## config.mk

```make
export PLATFORM = sky130hd
export DESIGN_NAME = rllt_ctrl
export DESIGN_NICKNAME = d
export VERILOG_FILES = /design/src/rtl/assert_macros.svh /design/src/rtl/rllt_pkg.sv /design/src/rtl/rllt_ctrl.sv
export SDC_FILE = /design/constraint.sdc
export NUM_CORES = 1
export LEC_CHECK = 0
export BUFFER_PORTS_ARGS = -buffer_cell sky130_fd_sc_hd__buf_4
export CORE_AREA = 2 2 39 41
export CTS_CLUSTER_DIAMETER = 60
export DETAILED_ROUTE_END_ITERATION = 8
export DIE_AREA = 0 0 41 43
export PLACE_DENSITY = 0.4
export SYNTH_ARGS = -nofsm -noshare
export SYNTH_HDL_FRONTEND = slang
export SYNTH_SLANG_ARGS = --single-unit
```

## constraint.sdc

```tcl
create_clock -name clk_i -period 1.1 [get_ports clk_i]
set_input_delay 0.055 -clock clk_i [delete_from_list [all_inputs] [get_ports clk_i]]
set_output_delay 0.055 -clock clk_i [all_outputs]
set_load 0.03 [all_outputs]
```

## src/rtl/assert_macros.svh

```systemverilog
// assertion macros for the run-length line table rtl
// no dependencies; define ASSERT_OFF to compile the checks out
`ifndef ASSERT_MACROS_SVH
`define ASSERT_MACROS_SVH
`ifndef ASSERT_OFF
`define RLLT_ASSERT(lbl, clk, rstn, prop, msg) \
  lbl: assert property (@(posedge clk) disable iff (!(rstn)) (prop)) else $error(msg);
`define RLLT_ASSERT_NEXT(lbl, clk, rstn, ante, cons, msg) \
  lbl: assert property (@(posedge clk) disable iff (!(rstn)) (ante) |=> (cons)) \
    else $error(msg);
`else
`define RLLT_ASSERT(lbl, clk, rstn, prop, msg)
`define RLLT_ASSERT_NEXT(lbl, clk, rstn, ante, cons, msg)
`endif
`endif

```

## src/rtl/rllt_pkg.sv

```systemverilog
// shared types, codes and defaults of the run-length line table
// no dependencies
package rllt_pkg;

  localparam int CODE_W     = 8;
  localparam int SRC_LINE_W = 16;
  localparam int OFFSET_W   = 12;

  localparam int BYTE_DEPTH_DEF = 4096;
  localparam int RUN_DEPTH_DEF  = 1024;
  localparam int LINE_BITS_DEF  = 16;

  typedef enum logic [0:0] {
    ACT_APPEND,
    ACT_LOOKUP
  } action_e;

  typedef enum logic [1:0] {
    STAT_DONE,
    STAT_FULL,
    STAT_UNCOVERED
  } status_e;

  typedef enum logic [1:0] {
    ST_IDLE,
    ST_READ,
    ST_CHECK,
    ST_DONE
  } state_e;

  typedef struct packed {
    action_e               action;
    logic [CODE_W-1:0]     code_byte;
    logic [SRC_LINE_W-1:0] source_line;
    logic [OFFSET_W-1:0]   byte_offset;
  } req_t;

  typedef struct packed {
    status_e               status;
    logic [SRC_LINE_W-1:0] found_line;
    logic [OFFSET_W-1:0]   byte_position;
  } res_t;

  typedef struct packed {
    logic append;
    logic lkp_init;
    logic rd;
    logic step;
  } cmd_t;

  typedef struct packed {
    logic uncovered;
    logic hit;
  } stat_t;

endpackage

```

## src/rtl/rllt_ctrl.sv

```systemverilog
// sequencing state machine of the run-length line table
// depends on rllt_pkg
module rllt_ctrl (
  input  logic             clk_i,
  input  logic             rst_ni,
  input  logic             start_i,
  input  rllt_pkg::action_e action_i,
  input  rllt_pkg::stat_t  stat_i,
  output rllt_pkg::cmd_t   cmd_o,
  output logic             busy_o,
  output logic             res_valid_o
);

  rllt_pkg::state_e state_q, state_d;

  always_ff @(posedge clk_i or negedge rst_ni) begin
    if (!rst_ni) begin
      state_q <= rllt_pkg::ST_IDLE;
    end else begin
      state_q <= state_d;
    end
  end

  always_comb begin
    state_d = state_q;
    cmd_o   = '0;
    unique case (state_q)
      rllt_pkg::ST_IDLE: begin
        if (start_i) begin
          if (action_i == rllt_pkg::ACT_APPEND) begin
            cmd_o.append = 1'b1;
            state_d      = rllt_pkg::ST_DONE;
          end else begin
            cmd_o.lkp_init = 1'b1;
            state_d        = stat_i.uncovered ? rllt_pkg::ST_DONE : rllt_pkg::ST_READ;
          end
        end
      end
      rllt_pkg::ST_READ: begin
        cmd_o.rd = 1'b1;
        state_d  = rllt_pkg::ST_CHECK;
      end
      rllt_pkg::ST_CHECK: begin
        cmd_o.step = 1'b1;
        state_d    = stat_i.hit ? rllt_pkg::ST_DONE : rllt_pkg::ST_READ;
      end
      rllt_pkg::ST_DONE: begin
        state_d = rllt_pkg::ST_IDLE;
      end
      default: begin
        state_d = rllt_pkg::ST_IDLE;
      end
    endcase
  end

  assign busy_o      = (state_q != rllt_pkg::ST_IDLE);
  assign res_valid_o = (state_q == rllt_pkg::ST_DONE);

endmodule

```

---- Word-level counts from Yosys, hierarchy flattened ----
Cells that the tools add are included.
word-level totals
  bits in read-only memories .............. 0
  logic and storage cells ................. 18
  memories kept ........................... 0
  output and inout port bits .............. 6
  memory bits (writable) .................. 0
  bits in registers ....................... 2
  bits in latches ......................... 0
operators by class
  $lt $le $gt $ge ......................... 0
  reductions and logical operators ........ 2
  bitwise gates (word level) .............. 0
  $add $sub $neg .......................... 0
  $mul .................................... 0
  multiplexer cells ....................... 11
  equality and inequality tests ........... 4
  div/mod/pow operators ................... 0
  shift operators ......................... 0
operators with widths
  kind                                                                    number
  2-bit 2-to-1 mux                                                        6
  2-bit case mux with 4 select lines                                      1
  2-bit equality test (second input constant)                             2
  1-bit 2-to-1 mux                                                        4
  2-bit by 1-bit equality test with 1-bit output (second input constant)  1
  2-bit zero test                                                         1
  2-bit inequality test (second input constant)                           1
  2-bit nonzero test                                                      1

---- Longest topological paths before layout ----
  word-level depth ........................ 4
  mapped depth ............................ 2
  mapped depth without buffers ............ 2

---- Least setup slack after synthesis ----
Ideal clock, no wire load.
  kind .................................... register to output
  start point ............................. register state_q[0]
  end point ............................... output port cmd_o[3] (netlist bit)
  buffers on the path ..................... 0
  required time ........................... 1.045 ns
  data arrival time ....................... 1.173 ns
  setup slack ............................. -0.128 ns
  stages on the path, launching flop included .. 3
  cells stage by stage .................... dfrtp_1 > or2_4 > nor3b_2
RTL lines
  element                 RTL line         source
  from (decl)             rllt_ctrl.sv:14  rllt_pkg::state_e state_q, state_d;
  from (signal assigned)  rllt_ctrl.sv:18  state_q <= rllt_pkg::ST_IDLE;
  from (signal assigned)  rllt_ctrl.sv:20  state_q <= state_d;
  to (decl)               rllt_ctrl.sv:9   output rllt_pkg::cmd_t cmd_o,

==> summary.txt <==
Outcome
  – Outcome: complete, but fails checks
  – Violated checks: setup timing

Pwr
  – Power per cell area: 3060 nW/um^2
  – P_leak: 0.155 nW
  – Worst vdd ir: 1.02 mV
  – Power Internal: 0.590 mW
  – P_sw: 0.406 mW
  – Sequential Power Share: 13.9%
  – Switching share of total power: 40.8%
  – Clock power share: 15.9%
  – Combinational power share: 70.2%

Logic synthesis
  – Mapped Cells: 13
  – Fraction of the mapped netlist area in adder cells: 0%
  – Post-synth EDFFs: 0
  – Top post-synthesis cells by area: dfrtp_1 (37%), and4bb_2 (9.3%), nor3b_2 (9.3%)
  – Mux cell area share after synthesis: 0%
  – Synth warn: 0
  – Most used DFF post-synth: dfrtp_1
  – Post-Syn Nets: 19
  – Top cell type's share of synthesized area: 37.0%
  – Xor and xnor fraction of the mapped netlist area: 0%
  – Synth Area in Compound Gates: 12.0%
  – Yosys top cell by area: dfrtp_1
  – Avg Inst Size Synth: 10.4 um^2
  – Sequential share of the synthesized area: 37.0%
  – Post-Syn Area: 135 um^2
  – Yosys cell types: 11
  – Largest family of logic cells by synthesized area: simple AND/OR/NAND/NOR gates
  – Post-synthesis register bit count: 2
  – Synth cell count leaders: dfrtp_1 (2), nor2_1 (2)
  – Asr flop ratio synth: 100%
  – Post-synthesis simple-gate area fraction: 50.9%

Route
  – Residual DRC count: 0
  – DRT Pass-1 Iters: 2
  – Iter 0 DRT Violations: 3
  – DRT Wirelength: 417 um
  – Vias: 166
  – WL/cell: 8.69 um
  – Via density: 3.46
  – Post-route ant nets: 0

Setup path
  – Max stage delay cell, worst path: dfrtp_1
  – Critical Path AT: 1.19 ns
  – Crit-path max cell delay: 0.39 ns
  – Crit path buffers/inverters: 1
  – Worst-path fanout max: 4
  – Setup CP Type: reg -> out
  – Critical Path Start Type: flop
  – Setup crit end kind: primary output
  – Crit path max-delay family: simple AND/OR/NAND/NOR gates
  – WP data required: 1.04 ns
  – Crit-path cells: or2_4 > nor3b_4 > buf_6

Clocking
  – CTS tree: built
  – CTS H-tree lvls: 1
  – Worst-path clk slew: 0.03 ns
  – Clock Latency Late Sink: 0.22 ns
  – TritonCTS Buffers: 3
  – TritonCTS Sinks: 2
  – Root buffer cell: clkbuf_4
  – Buffer levels on the longest clock path: 2

Final layout
  – Nets: 40
  – Final Cell Area: 325 um^2
  – Largest Register: state_q
  – Regs by FF count: state_q: 2 flops
  – Max reg flops: 2
  – Non-Filler Instances: 48
  – Layout cells sized above 1: 65.6%
  – Synthesis-to-layout area growth: 141%
  – N_diodes: 0

GRT
  – Grt total ovfl: 0
  – Global-route wire length before repair: 627 um
  – Largest net degree at the start of global routing: 8
  – Initial antenna violation count: 0
  – Vias in the first global route: 155
  – Gr usage total: 5.92%

Floorplanning
  – Die Ht: 43 um
  – Die Width: 41 um
  – # rows: 14
  – Starting Density: 9.76%
  – Die area: 1760 um^2
  – IO Count: 12
  – Core footprint: 1380 um^2

STA
  – Smallest setup slack after layout: -0.143 ns
  – Crit share post-route: 113%
  – Final setup violating endpoints: 4
  – Final Hold Viols: 0
  – Skew final: 0.000735 ns
  – Tmin final: 1.24 ns
  – Final slew viol count: 0
  – Max-slew headroom: 88.8%
  – RSZ-0062 raised after global routing: true
  – Fmax: 0.804 GHz
  – Worst Tran Pin Value: 0.168 ns

Flow run
  – Max-cap violations: 0

Placement
  – Placed cells: 41
  – PortBufs: 11
  – Post-DP HPWL: 327 um
  – Dpl cell area: 251 um^2
  – Gpl congestion: 0.605

Hold path
  – Hold Path Class: in -> reg
cell families after synthesis:
family,Yosys count
AO/OA/AOI/OAI,2
flip-flops,2
AND/OR/NAND/NOR,9
routing by layer:
layer	vias to the layer above	track usage [%]	share of wire, %
met2	12	5.94	33
met3	0	5.24	18
met4	0	6.00	0
li1	85	-	-
met5	-	0	0
met1	69	6.75	49
area by class of cell:
type,count,area (um^2)
multi-input combinational,11,91.3
fill,154,1060
timing repair buffer,16,141
clock buffer,3,22.5
tap,16,20.0
sequential,2,50.0
final timing paths:
check	startpoint	to	slack, ns	cells past startpoint
min reg2reg	state_q[0]	state_q[0]	0.55	2
min in group asynchronous	rst_ni	state_q[0]	0.16	2
max	state_q[1]	cmd_o[3]	-0.14	3
max reg2reg	state_q[1]	state_q[1]	0.14	3
max in group asynchronous	rst_ni	state_q[1]	0.85	2
min	stat_i[0]	state_q[1]	0.05	2
worst reg2reg max path: cells and delay by family (launching register included):
| family | cells | cell delay, ns |
|---|---|---|
| DFF | 1 | 0.39 |
| buffers and inverters | 1 | 0.15 |
| AOI/OAI and AO/OA | 1 | 0.12 |
| and+or+nand+nor | 1 | 0.17 |
layout by cell type, fill, tap and decap left out, drive strengths merged:
master,netlist,routed
o2bb2ai,1,1
or2,1,1
nor2b,1,1
dfrtp,2,2
o21bai,1,1
and2b,1,1
nor2,2,2
dlygate4sd3,0,1
and2,1,1
and4bb,1,1
nor3b,2,2
clkbuf,0,3
buf,0,15
stage by stage:
step	util, %	setup WS, ns	hold WS (ns)	setup TNS [ns]	power (mW)
2_1_floorplan	-	-0.0348	-0.241	-0.0348	0.496
3_3_place_gp	18.2	0.0587	-0.160	0	0.688
3_5_place_dp	18.2	0.0389	-0.157	0	0.700
4_1_cts	22.7	-0.154	0.0454	-0.362	0.962
5_1_grt	23.5	-0.194	0.0447	-0.660	1.07
6_report	23.5	-0.143	0.0546	-0.410	0.996
what timing repair did:
action | 4_1_cts | 5_1_grt
cloned | 0 | 0
resized for setup | 4 | 1
endpoints found under the setup margin | 5 | 6
hold buffers | 1 | 0
buffers inserted | 2 | 2
endpoints found under the hold margin | 2 | 0
pin swaps | 0 | 1
power groups by stage:
stage	clock network [mW]	logic, mW	registers [mW]
2_1_floorplan	0	0.340	0.156
3_3_place_gp	0	0.544	0.145
3_5_place_dp	0	0.552	0.148
5_1_grt	0.180	0.753	0.140
4_1_cts	0.171	0.654	0.137
6_report	0.159	0.699	0.138
Power figures use the tool's default switching activity.
